===== src/hw/rtl/rmsf_pkg.sv =====
// shared types and constants for the row mirror / sepia filter
// no dependencies
`default_nettype none

package rmsf_pkg;

  localparam int PIX_W = 24;

  typedef struct packed {
    logic [7:0] pixel_red;
    logic [7:0] pixel_green;
    logic [7:0] pixel_blue;
    logic       row_last;
    logic       frame_last;
  } pixel_t;

  typedef struct packed {
    logic [7:0] out_red;
    logic [7:0] out_green;
    logic [7:0] out_blue;
    logic       run_last;
    logic       row_end;
    logic       frame_end;
  } result_t;

  // one queue entry: a pass-through pixel or a row-close marker
  typedef struct packed {
    logic   is_row;
    pixel_t pix;
  } cmd_t;

  localparam int CFG_IDX_W = 1;
  localparam logic [CFG_IDX_W-1:0] CFG_MIRROR = 1'b0;
  localparam logic [CFG_IDX_W-1:0] CFG_SEPIA  = 1'b1;

  localparam int QUEUE_DEPTH = 4;
  localparam int QUEUE_PTR_W = 2;
  localparam int QUEUE_CNT_W = 3;

  // sepia matrix, Q0.16, [output channel][input channel], order red, green, blue
  localparam logic [2:0][2:0][15:0] SEPIA_COEF = '{
    '{16'd8585,  16'd34996, 16'd17826},
    '{16'd11010, 16'd44958, 16'd22872},
    '{16'd12386, 16'd50397, 16'd25756}
  };

endpackage

`default_nettype wire


===== src/hw/rtl/rmsf_line_buf.sv =====
// row storage: one write port, one registered read port
// depends on rmsf_pkg
`default_nettype none

module rmsf_line_buf #(
  parameter int MAX_ROW_PIXELS = 64,
  localparam int AW = (MAX_ROW_PIXELS > 1) ? $clog2(MAX_ROW_PIXELS) : 1
) (
  input  wire logic                     clk,
  input  wire logic                     wr_en,
  input  wire logic [AW-1:0]            wr_addr,
  input  wire logic [rmsf_pkg::PIX_W-1:0] wr_data,
  input  wire logic                     rd_en,
  input  wire logic [AW-1:0]            rd_addr,
  output logic      [rmsf_pkg::PIX_W-1:0] rd_data
);
  import rmsf_pkg::*;

  logic [PIX_W-1:0] mem [MAX_ROW_PIXELS];

  always_ff @(posedge clk) begin
    if (wr_en) begin
      mem[wr_addr] <= wr_data;
    end
    if (rd_en) begin
      rd_data <= mem[rd_addr];
    end
  end

endmodule

`default_nettype wire


===== src/hw/rtl/rmsf_queue.sv =====
// short command queue between front and back
// depends on rmsf_pkg
`default_nettype none

module rmsf_queue (
  input  wire logic          clk,
  input  wire logic          rst,
  input  wire logic          push,
  input  wire rmsf_pkg::cmd_t cmd_in,
  output logic               full,
  input  wire logic          pop,
  output logic               valid,
  output rmsf_pkg::cmd_t     cmd_out
);
  import rmsf_pkg::*;

  cmd_t                   slots [QUEUE_DEPTH];
  logic [QUEUE_PTR_W-1:0] wr_ptr;
  logic [QUEUE_PTR_W-1:0] rd_ptr;
  logic [QUEUE_CNT_W-1:0] count;

  assign full    = (count == QUEUE_CNT_W'(QUEUE_DEPTH));
  assign valid   = (count != '0);
  assign cmd_out = slots[rd_ptr];

  always_ff @(posedge clk) begin
    if (push) begin
      slots[wr_ptr] <= cmd_in;
    end
  end

  always_ff @(posedge clk) begin
    if (rst) begin
      wr_ptr <= '0;
      rd_ptr <= '0;
      count  <= '0;
    end else begin
      if (push) begin
        wr_ptr <= wr_ptr + 1'b1;
      end
      if (pop) begin
        rd_ptr <= rd_ptr + 1'b1;
      end
      if (push && !pop) begin
        count <= count + 1'b1;
      end else if (pop && !push) begin
        count <= count - 1'b1;
      end
    end
  end

endmodule

`default_nettype wire


===== src/hw/rtl/rmsf_front.sv =====
// input side: takes pixels, fills the row store, queues commands
// depends on rmsf_pkg
`default_nettype none

module rmsf_front #(
  parameter int MAX_ROW_PIXELS = 64,
  localparam int AW = (MAX_ROW_PIXELS > 1) ? $clog2(MAX_ROW_PIXELS) : 1,
  localparam int CW = $clog2(MAX_ROW_PIXELS + 1)
) (
  input  wire logic                       clk,
  input  wire logic                       rst,
  input  wire logic                       mirror,
  input  wire logic                       pix_valid,
  input  wire rmsf_pkg::pixel_t           pix,
  output logic                            pix_stall,
  input  wire logic                       q_full,
  output logic                            q_push,
  output rmsf_pkg::cmd_t                  q_cmd,
  output logic                            wr_en,
  output logic      [AW-1:0]              wr_addr,
  output logic      [rmsf_pkg::PIX_W-1:0] wr_data,
  output logic      [CW-1:0]              row_len,
  input  wire logic                       drain_done
);
  import rmsf_pkg::*;

  logic [CW-1:0] fill;
  logic [CW-1:0] fill_inc;
  logic          busy;
  logic          accept;
  logic          can_store;
  logic          close;

  always_comb begin
    pix_stall = q_full || busy;
    accept    = pix_valid && !pix_stall;
    can_store = (fill < CW'(MAX_ROW_PIXELS));
    close     = pix.row_last || pix.frame_last;
    fill_inc  = fill + 1'b1;

    q_push       = accept && (!mirror || close);
    q_cmd.is_row = mirror;
    q_cmd.pix    = pix;

    wr_en   = accept && mirror && can_store;
    wr_addr = fill[AW-1:0];
    wr_data = {pix.pixel_red, pix.pixel_green, pix.pixel_blue};
  end

  always_ff @(posedge clk) begin
    if (rst) begin
      fill <= '0;
      busy <= 1'b0;
    end else begin
      if (accept) begin
        if (!mirror || close) begin
          fill <= '0;
        end else if (can_store) begin
          fill <= fill_inc;
        end
      end
      // store is locked from row close until the back has read it out
      if (accept && mirror && close) begin
        busy <= 1'b1;
      end else if (drain_done) begin
        busy <= 1'b0;
      end
    end
  end

  always_ff @(posedge clk) begin
    if (accept && mirror && close) begin
      row_len <= can_store ? fill_inc : fill;
    end
  end

endmodule

`default_nettype wire


===== src/hw/rtl/rmsf_back.sv =====
// output side: reverse row readout, sepia matrix, output register
// depends on rmsf_pkg
`default_nettype none

module rmsf_back #(
  parameter int MAX_ROW_PIXELS = 64,
  localparam int AW = (MAX_ROW_PIXELS > 1) ? $clog2(MAX_ROW_PIXELS) : 1,
  localparam int CW = $clog2(MAX_ROW_PIXELS + 1)
) (
  input  wire logic                       clk,
  input  wire logic                       rst,
  input  wire logic                       sepia,
  input  wire logic                       q_valid,
  input  wire rmsf_pkg::cmd_t             q_cmd,
  output logic                            q_pop,
  input  wire logic      [CW-1:0]         row_len,
  output logic                            rd_en,
  output logic      [AW-1:0]              rd_addr,
  input  wire logic [rmsf_pkg::PIX_W-1:0] rd_data,
  output logic                            drain_done,
  output logic                            res_valid,
  input  wire logic                       res_stall,
  output rmsf_pkg::result_t               res
);
  import rmsf_pkg::*;

  logic          adv;
  logic          draining;
  logic [AW-1:0] cur;
  logic          drain_frame;
  logic [CW-1:0] len_m1;
  logic          issue_pass;
  logic          issue_mem;
  logic          mem_last;

  // stage 1: issued item
  logic            s1_valid;
  logic            s1_is_mem;
  logic [2:0][7:0] s1_pix;
  logic            s1_run_last;
  logic            s1_row_end;
  logic            s1_frame_end;
  logic [2:0][7:0] s1_px;

  // stage 2: products
  logic                   s2_valid;
  logic [2:0][7:0]        s2_raw;
  logic [2:0][2:0][23:0]  s2_prod;
  logic                   s2_run_last;
  logic                   s2_row_end;
  logic                   s2_frame_end;

  logic [2:0][25:0] sum;
  logic [2:0][7:0]  sep;

  always_comb begin
    adv        = !res_valid || !res_stall;
    q_pop      = adv && !draining && q_valid;
    issue_pass = q_pop && !q_cmd.is_row;
    issue_mem  = adv && draining;
    mem_last   = (cur == '0);
    rd_en      = issue_mem;
    rd_addr    = cur;
    drain_done = issue_mem && mem_last;
    len_m1     = row_len - 1'b1;
  end

  always_ff @(posedge clk) begin
    if (rst) begin
      draining <= 1'b0;
    end else if (q_pop && q_cmd.is_row) begin
      draining <= 1'b1;
    end else if (drain_done) begin
      draining <= 1'b0;
    end
  end

  always_ff @(posedge clk) begin
    if (q_pop && q_cmd.is_row) begin
      cur         <= len_m1[AW-1:0];
      drain_frame <= q_cmd.pix.frame_last;
    end else if (issue_mem && !mem_last) begin
      cur <= cur - 1'b1;
    end
  end

  always_ff @(posedge clk) begin
    if (rst) begin
      s1_valid  <= 1'b0;
      s2_valid  <= 1'b0;
      res_valid <= 1'b0;
    end else if (adv) begin
      s1_valid  <= issue_pass || issue_mem;
      s2_valid  <= s1_valid;
      res_valid <= s2_valid;
    end
  end

  always_ff @(posedge clk) begin
    if (adv) begin
      s1_is_mem    <= issue_mem;
      s1_pix[0]    <= q_cmd.pix.pixel_red;
      s1_pix[1]    <= q_cmd.pix.pixel_green;
      s1_pix[2]    <= q_cmd.pix.pixel_blue;
      s1_run_last  <= issue_mem ? mem_last : 1'b1;
      s1_row_end   <= issue_mem ? mem_last : q_cmd.pix.row_last;
      s1_frame_end <= issue_mem ? (mem_last && drain_frame) : q_cmd.pix.frame_last;
    end
  end

  always_comb begin
    if (s1_is_mem) begin
      s1_px[0] = rd_data[23:16];
      s1_px[1] = rd_data[15:8];
      s1_px[2] = rd_data[7:0];
    end else begin
      s1_px = s1_pix;
    end
  end

  always_ff @(posedge clk) begin
    if (adv) begin
      s2_raw       <= s1_px;
      s2_run_last  <= s1_run_last;
      s2_row_end   <= s1_row_end;
      s2_frame_end <= s1_frame_end;
      for (int o = 0; o < 3; o++) begin
        for (int i = 0; i < 3; i++) begin
          s2_prod[o][i] <= 24'(SEPIA_COEF[o][i]) * 24'(s1_px[i]);
        end
      end
    end
  end

  always_comb begin
    for (int o = 0; o < 3; o++) begin
      sum[o] = 26'(s2_prod[o][0]) + 26'(s2_prod[o][1]) + 26'(s2_prod[o][2]);
      sep[o] = (sum[o][25:16] > 10'd255) ? 8'hFF : sum[o][23:16];
    end
  end

  always_ff @(posedge clk) begin
    if (adv) begin
      res.out_red   <= sepia ? sep[0] : s2_raw[0];
      res.out_green <= sepia ? sep[1] : s2_raw[1];
      res.out_blue  <= sepia ? sep[2] : s2_raw[2];
      res.run_last  <= s2_run_last;
      res.row_end   <= s2_row_end;
      res.frame_end <= s2_frame_end;
    end
  end

endmodule

`default_nettype wire


===== src/hw/rtl/row_mirror_sepia_filter.sv =====
// top level of the row mirror / sepia filter
// depends on rmsf_pkg, rmsf_front, rmsf_queue, rmsf_line_buf, rmsf_back
`default_nettype none

// RGB888 pixels come in one word per cycle in raster order while pix_stall is
// low. With mirror_enable clear, every pixel gives one result word, passed
// through the command queue, stage 1, stage 2 and the output register; a new
// pixel is taken every cycle while the four-entry command queue has room. With
// mirror_enable set, a row's pixels are taken one per cycle into the row store
// (up to MAX_ROW_PIXELS, the rest of a longer row is dropped) and produce no
// result; the pixel with row_last or frame_last closes the row. The input then
// stalls until the back end has read the stored row out right to left, one
// read per cycle from the single read port of the row store while the result
// side does not stall. sepia_enable runs every result through the sepia matrix,
// saturated to 255. No clearing pass is needed after reset.

module row_mirror_sepia_filter #(
  parameter int MAX_ROW_PIXELS = 64
) (
  input  wire logic                             clk,
  input  wire logic                             rst,
  input  wire logic                             pix_valid,
  output logic                                  pix_stall,
  input  wire rmsf_pkg::pixel_t                 pix,
  output logic                                  res_valid,
  input  wire logic                             res_stall,
  output rmsf_pkg::result_t                     res,
  input  wire logic                             cfg_write,
  input  wire logic [rmsf_pkg::CFG_IDX_W-1:0]   cfg_index,
  input  wire logic                             cfg_data
);
  import rmsf_pkg::*;

  localparam int AW = (MAX_ROW_PIXELS > 1) ? $clog2(MAX_ROW_PIXELS) : 1;
  localparam int CW = $clog2(MAX_ROW_PIXELS + 1);

  logic             mirror_enable;
  logic             sepia_enable;
  logic             q_full;
  logic             q_push;
  logic             q_pop;
  logic             q_valid;
  cmd_t             q_cmd_in;
  cmd_t             q_cmd_out;
  logic             wr_en;
  logic [AW-1:0]    wr_addr;
  logic [PIX_W-1:0] wr_data;
  logic             rd_en;
  logic [AW-1:0]    rd_addr;
  logic [PIX_W-1:0] rd_data;
  logic [CW-1:0]    row_len;
  logic             drain_done;

  always_ff @(posedge clk) begin
    if (rst) begin
      mirror_enable <= 1'b0;
      sepia_enable  <= 1'b0;
    end else if (cfg_write) begin
      case (cfg_index)
        CFG_MIRROR: mirror_enable <= cfg_data;
        CFG_SEPIA:  sepia_enable  <= cfg_data;
        default: begin
        end
      endcase
    end
  end

  rmsf_front #(.MAX_ROW_PIXELS(MAX_ROW_PIXELS)) u_front (
    .clk        (clk),
    .rst        (rst),
    .mirror     (mirror_enable),
    .pix_valid  (pix_valid),
    .pix        (pix),
    .pix_stall  (pix_stall),
    .q_full     (q_full),
    .q_push     (q_push),
    .q_cmd      (q_cmd_in),
    .wr_en      (wr_en),
    .wr_addr    (wr_addr),
    .wr_data    (wr_data),
    .row_len    (row_len),
    .drain_done (drain_done)
  );

  rmsf_queue u_queue (
    .clk     (clk),
    .rst     (rst),
    .push    (q_push),
    .cmd_in  (q_cmd_in),
    .full    (q_full),
    .pop     (q_pop),
    .valid   (q_valid),
    .cmd_out (q_cmd_out)
  );

  rmsf_line_buf #(.MAX_ROW_PIXELS(MAX_ROW_PIXELS)) u_line_buf (
    .clk     (clk),
    .wr_en   (wr_en),
    .wr_addr (wr_addr),
    .wr_data (wr_data),
    .rd_en   (rd_en),
    .rd_addr (rd_addr),
    .rd_data (rd_data)
  );

  rmsf_back #(.MAX_ROW_PIXELS(MAX_ROW_PIXELS)) u_back (
    .clk        (clk),
    .rst        (rst),
    .sepia      (sepia_enable),
    .q_valid    (q_valid),
    .q_cmd      (q_cmd_out),
    .q_pop      (q_pop),
    .row_len    (row_len),
    .rd_en      (rd_en),
    .rd_addr    (rd_addr),
    .rd_data    (rd_data),
    .drain_done (drain_done),
    .res_valid  (res_valid),
    .res_stall  (res_stall),
    .res        (res)
  );

endmodule

`default_nettype wire


===== config.mk =====
export PLATFORM = sky130hd
export DESIGN_NAME = row_mirror_sepia_filter
export DESIGN_NICKNAME = d
export VERILOG_FILES = /design/src/hw/rtl/rmsf_pkg.sv /design/src/hw/rtl/rmsf_line_buf.sv /design/src/hw/rtl/rmsf_queue.sv /design/src/hw/rtl/rmsf_front.sv /design/src/hw/rtl/rmsf_back.sv /design/src/hw/rtl/row_mirror_sepia_filter.sv
export SDC_FILE = /design/constraint.sdc
export NUM_CORES = 2
export LEC_CHECK = 0
export BUFFER_PORTS_ARGS = -buffer_cell sky130_fd_sc_hd__buf_2
export CORE_MARGIN = 2
export CORE_UTILIZATION = 38
export CTS_CLUSTER_DIAMETER = 100
export DETAILED_ROUTE_END_ITERATION = 7
export SYNTH_ARGS = -nofsm -noshare
export SYNTH_HDL_FRONTEND = slang
export SYNTH_SLANG_ARGS = --single-unit
export TNS_END_PERCENT = 1

===== constraint.sdc =====
create_clock -name clk -period 17.5 [get_ports clk]
set_input_delay 1.75 -clock clk [delete_from_list [all_inputs] [get_ports clk]]
set_output_delay 1.75 -clock clk [all_outputs]
set_load 0.005 [all_outputs]

Word level (Yosys, flattened, before mapping)
Memories as Yosys holds them, arrays and structs flattened. A register that Yosys moved wholly into a read port is not among the register bits.
Index checks and enable logic that the tools add are counted.
{"block": "classes", "n_addsub": 13, "n_mul": 9, "n_lt_le_gt_ge": 4, "n_eq_ne": 1, "mux": 24, "bitwise_logic": 1, "reduce_logical": 37}
{"op": "adder 26 x 22 -> 26 bit", "count": 3}
{"op": "adder 23 x 24 -> 25 bit", "count": 3}
{"op": "multiplier 14 x 8 -> 22 bit (first input constant)", "count": 3}
{"op": "multiplier 13 x 8 -> 21 bit (first input constant)", "count": 3}
{"op": "two-way mux 8 bit", "count": 6}
{"op": "greater-than comparator 10 x 8 -> 1 bit (second input constant)", "count": 3}
{"op": "multiplier 16 x 8 -> 24 bit (first input constant)", "count": 1}
{"op": "two-way mux 24 bit", "count": 1}
{"op": "multiplier 15 x 8 -> 23 bit (first input constant)", "count": 1}
{"op": "multiplier 12 x 8 -> 20 bit (first input constant)", "count": 1}
{"op": "logical AND 1 bit", "count": 15}
{"op": "two-way mux 7 bit", "count": 2}
{"op": "two-way mux 6 bit", "count": 2}
{"op": "subtractor 6 x 1 -> 6 bit (second input constant)", "count": 2}
{"op": "logical NOT 1 bit", "count": 9}
{"op": "two-way mux 1 bit", "count": 9}
{"op": "nonzero test 2 bit", "count": 4}
{"op": "adder 7 x 1 -> 7 bit (second input constant)", "count": 1}
{"op": "< comparator 7 bit (second input constant)", "count": 1}
{"op": "logical NOT 6 bit", "count": 1}
{"op": "two-way mux 3 bit", "count": 2}
{"op": "logical OR 1 bit", "count": 5}
{"op": "adder 2 x 1 -> 2 bit (second input constant)", "count": 2}
{"op": "two-way mux 2 bit", "count": 2}
{"op": "other kinds (6)", "count": 7}
{"block": "totals", "regBits": 312, "ramBits": 1644, "input_bits": 33, "n_memories": 2}
{"memory": "u_line_buf.mem", "depth": 64, "word_bits": 24, "rd": 1, "rd_ports_with_merged_regs": 1, "write_ports": 1, "line": "rmsf_line_buf.sv:19", "rtl": "logic [PIX_W-1:0] mem [MAX_ROW_PIXELS];"}
{"memory": "u_queue.slots", "depth": 4, "word_bits": 27, "rd": 1, "rd_ports_with_merged_regs": 1, "write_ports": 1, "line": "rmsf_queue.sv:17", "rtl": "cmd_t slots [QUEUE_DEPTH];"}

Logic depth before layout (Yosys ltp)
{"block": "depth", "depth_word": 9, "mapped_depth": 21, "mapped_depth_nobuf": 21}

Hierarchy
Synthesis repeated with hierarchy kept, for this count alone.
{"block": "unflattened", "cells_unflattened": 5155, "hier_area_um2": 89966.3}
{"module": "rmsf_line_buf", "n_inst": 1, "cells_each": 2610, "area_per_inst_um2": 59535.8, "seq_area_each_um2": 46844.9}
{"module": "rmsf_back", "n_inst": 1, "cells_each": 2227, "area_per_inst_um2": 24812.5, "seq_area_each_um2": 7797.5}
{"module": "rmsf_queue", "n_inst": 1, "cells_each": 185, "area_per_inst_um2": 4374.2, "seq_area_each_um2": 3423.3}
{"module": "rmsf_front", "n_inst": 1, "cells_each": 124, "area_per_inst_um2": 1151.1, "seq_area_each_um2": 370.4}
{"module": "row_mirror_sepia_filter", "n_inst": 1, "cells_each": 9, "area_per_inst_um2": 92.6, "seq_area_each_um2": 40.0}

Least setup slack after synthesis
Ideal clock, no wire load.
{"block": "synth_timing", "path_kind": "in2reg", "start": "input res_stall", "end": "register u_back.cur[0], in the netlist u_back.rd_addr[0], enable pin", "setup_time_ns": 0.319, "arrival_ns": 8.419, "required_time_ns": 17.181, "setup_slack_ns": 8.762, "path_stages": 6, "n_path_buf": 0, "cell_sequence": "and2_1 -> inv_1 -> nand2_1 -> inv_1 -> nand2_1 -> nand2_1"}
{"item": "start: declaration", "line": "row_mirror_sepia_filter.sv:26", "rtl": "input wire logic res_stall,"}
{"item": "logical NOT 1 bit", "line": "rmsf_back.sv:57", "rtl": "adv = !res_valid || !res_stall;"}
{"item": "logical OR 1 bit", "line": "rmsf_back.sv:57"}
{"item": "logical AND 1 bit", "line": "rmsf_back.sv:60", "rtl": "issue_mem = adv && draining;"}
{"item": "named net rd_en", "line": "row_mirror_sepia_filter.sv:48", "rtl": "logic rd_en;"}
{"item": "logical AND 1 bit", "line": "rmsf_back.sv:82", "rtl": "end else if (issue_mem && !mem_last) begin"}
{"item": "nonzero test 2 bit (no source line)"}
{"item": "end signal: assignment", "line": "rmsf_back.sv:80", "rtl": "cur <= len_m1[AW-1:0];"}
{"item": "end signal: assignment", "line": "rmsf_back.sv:83", "rtl": "cur <= cur - 1'b1;"}
{"item": "end: declaration", "line": "rmsf_back.sv:29", "rtl": "logic [AW-1:0] cur;"}
The timed path passes the listed nets, and every way through them passes these cells.
A chain may end at the register's enable or synchronous reset.

==> impl_metrics.env <==
export IMPL_final_max_slew_viol_count=0
export IMPL_slowest_delay_ns=0.71
export IMPL_crit_chain="buf_4 -> mux2i_1 -> inv_1 -> fa_1 -> ha_1 -> fa_1 -> inv_1 -> fa_1 -> inv_1 -> ha_1 -> o21ai_1 -> o21a_1 -> o31ai_2 -> a41oi_1 -> a2111oi_1 -> o21a_1 -> o21a_1 -> o41ai_2 -> xnor2_1"
export IMPL_cp_buffers_inverters=4
export IMPL_synth_cells=5196
export IMPL_stdcell_area_um2=102000
export IMPL_hp_class="flip-flop to flip-flop"
export IMPL_first_iter_violations=4199
export IMPL_area_growth_pct=12.4
export IMPL_period_minus_slack_ns=6.43
export IMPL_cp_slowest_cell="fa_1"
export IMPL_cts_tree="yes"
export IMPL_synth_top_area_frac=0.641
export IMPL_ys_flop_type="edfxtp_1"
export IMPL_vias=47347
export IMPL_yosysSeqAreaShare=0.646
export IMPL_synthesis_nets=5900
export IMPL_die_area_um2=242000
export IMPL_worst_setup_path_type="flip-flop to flip-flop"
export IMPL_setup_viol=0
export IMPL_max_clock_path_buffers=3
export IMPL_cp_required_ns=18.05
export IMPL_cts_reportedPaths_clkPinSlew_ns=0.06
export IMPL_port_buffers=61
export IMPL_finClkSkew_ns=0.0887
export IMPL_critical_path_endpoint_type="flip-flop"
export IMPL_relSlewSlack=0.0806
export IMPL_ys_ff_latch=1954
export IMPL_synthTopCellsByArea="edfxtp_1 64%, mux4_2 10%, ha_1 7.2%, fa_1 3.4%, mux2i_1 1.8%"
export IMPL_ctsHoldBuffers=0
export IMPL_die_h_um=492
export IMPL_synth_most_common_cell="edfxtp_1"
export IMPL_initial_core_util=0.381
export IMPL_ys_async_sr_fraction=0
export IMPL_gp_congestion=0.845
export IMPL_tns_ns=0
export IMPL_rows=179
export IMPL_max_cap_violations=0
export IMPL_wl_per_cell_um=26.1
export IMPL_critPathTopFamily="adder cells"
export IMPL_placed_area_um2=95100
export IMPL_fillCellCount=20869
export IMPL_drive_above_1_share=0.180
export IMPL_ant_nets=0
export IMPL_crit_path_max_fanout=24
export IMPL_drt_drc_violations_left=0
export IMPL_syn_area_um2=90500
export IMPL_fmax_mhz=155
export IMPL_antenna_found_initial=13
export IMPL_synth_area_per_cell_um2=17.4
export IMPL_placeableCoreArea_um2=237000
export IMPL_avgViaCountPerCell=5.42
export IMPL_drt_pass1_iter_count=6
export IMPL_fin_crit_sh=0.368
export IMPL_synth_edff_count=1931
export IMPL_cts_setup_buffers=0
export IMPL_finalHoldViolCount=0
export IMPL_multi_input_area_um2=30200
export IMPL_track_usage=0.187
export IMPL_cts_root_buffer="clkbuf_16"
export IMPL_crit_arrival_ns=6.98
export IMPL_clock_sinks=1954
export IMPL_grt_overflow_total=0
export IMPL_synth_cell_types=86
export IMPL_yosysWarnings=0
export IMPL_io_pins=62
export IMPL_wl_mm=228
export IMPL_grt_pass1_vias=48154
export IMPL_finalNetCount=6108
export IMPL_grt_max_degree=139
export IMPL_synth_common_cells="1,931 x edfxtp_1, 519 x ha_1, 410 x mux4_2"
export IMPL_clock_latency_ns=0.88
export IMPL_grt_pass1_wl_mm=333
export IMPL_numCtsBuffers=199
export IMPL_cts_resized=0
export IMPL_yosysTopAreaCell="edfxtp_1"
export IMPL_htreeDepth=4
export IMPL_die_w_um=492
export IMPL_hpwl_mm=142
export IMPL_worst_slew_pin_slew_ns=1.38
export IMPL_seq_area_um2=58400
export IMPL_critPathLaunchType="flip-flop"
export IMPL_status="finished, final reports clean"
export IMPL_rsz0062_at_grt="false"
==> cell usage in the layout (no fill, tap or decap), types with 19 or more instances in the layout <==
cell type and count:
o21ai_0 73, buf_4 103, bufinv_16 19, clkbuf_1 56, nand2b_1 21, mux2_2 45, mux4_2 410, nand2_1 98
a21o_1 60, nor2_1 168, nor2b_1 29, ha_1 519, a31oi_1 24, a21oi_1 197, fa_1 152, edfxtp_1 1931
clkinv_2 24, o21bai_1 25, o21a_1 33, clkbuf_16 199, xor2_1 46, o22ai_1 39, inv_1 344, buf_2 61
nor3_1 55, clkinv_1 38, a221o_1 36, xnor2_1 157, nor2_2 48, mux2i_1 161, nand3_1 48, dfxtp_1 22
==> per-layer routing <==
layer,part of all wire,routed length [µm],GRT usage,vias to the layer above
li1,-,-,-,20967
met1,0.43,98700,0.260,24741
met2,0.49,111000,0.309,1340
met3,0.052,11900,0.0251,297
met4,0.029,6540,0.0548,2
met5,0.000053,12,0,-
==> kinds of logic after synthesis <==
group | count (synthesis) | synth area share
flip-flops | 1954 | 0.646
adder cells (fa/ha/maj) | 671 | 0.105
AO/OA/AOI/OAI | 660 | 0.0496
multiplexers | 616 | 0.125
AND/OR/NAND/NOR | 582 | 0.0305
buffers and inverters | 510 | 0.0232
XOR/XNOR | 203 | 0.0197
==> registers in the layout, indices dropped and copies added, names as in the netlist, 2 cells and up, named ones only <==
register	count
u_queue.wr_ptr	2
u_back.s2_prod	170
u_queue.rd_ptr	2
u_line_buf.rd_data	24
u_queue.count	3
u_front.fill	7
u_front.row_len	6
u_back.res	27
u_queue.slots	108
u_line_buf.mem	1536
u_back.s2_raw	22
u_back.s1_pix	24
u_back.rd_addr	6
==> worst paths after layout <==
kind | start | to | slack [ns] | cells after the start
setup / recovery | u_back.s1_is_mem$_DFFE_PN_ | u_back.s2_prod[47]$_DFFE_PN_ | 11.07 | 19
hold / removal | u_back.s2_frame_end$_DFFE_PN_ | u_back.res[0]$_DFFE_PN_ | 0.42 | 0
setup reg to reg | u_back.s1_is_mem$_DFFE_PN_ | u_back.s2_prod[47]$_DFFE_PN_ | 11.07 | 19
hold reg to reg | u_back.s2_frame_end$_DFFE_PN_ | u_back.res[0]$_DFFE_PN_ | 0.42 | 0
==> metrics by stage <==
stage,util,instances,hold WS [ns],setup WS [ns]
floorplan,-,5196,0.400,8.76
global placement,0.401,8370,0.405,11.14
detailed placement,0.401,8370,0.406,11.10
CTS,0.428,8736,0.421,11.12
global route,0.428,8737,0.432,10.77
finish,0.428,8741,0.422,11.07
==> layout make-up <==
type / count / share of cell area
Antenna cell: 5 / 0.000123
Inverter: 345 / 0.0128
Multi-Input combinational cell: 2732 / 0.297
Sequential cell: 1954 / 0.575
Clock inverter: 109 / 0.0133
Clock buffer: 257 / 0.0513
Tap cell: 3167 / 0.0390
Timing Repair Buffer: 172 / 0.0122
Power is not shown: default switching activity piles up to over one toggle a cycle in this logic, so the estimate is an artifact.
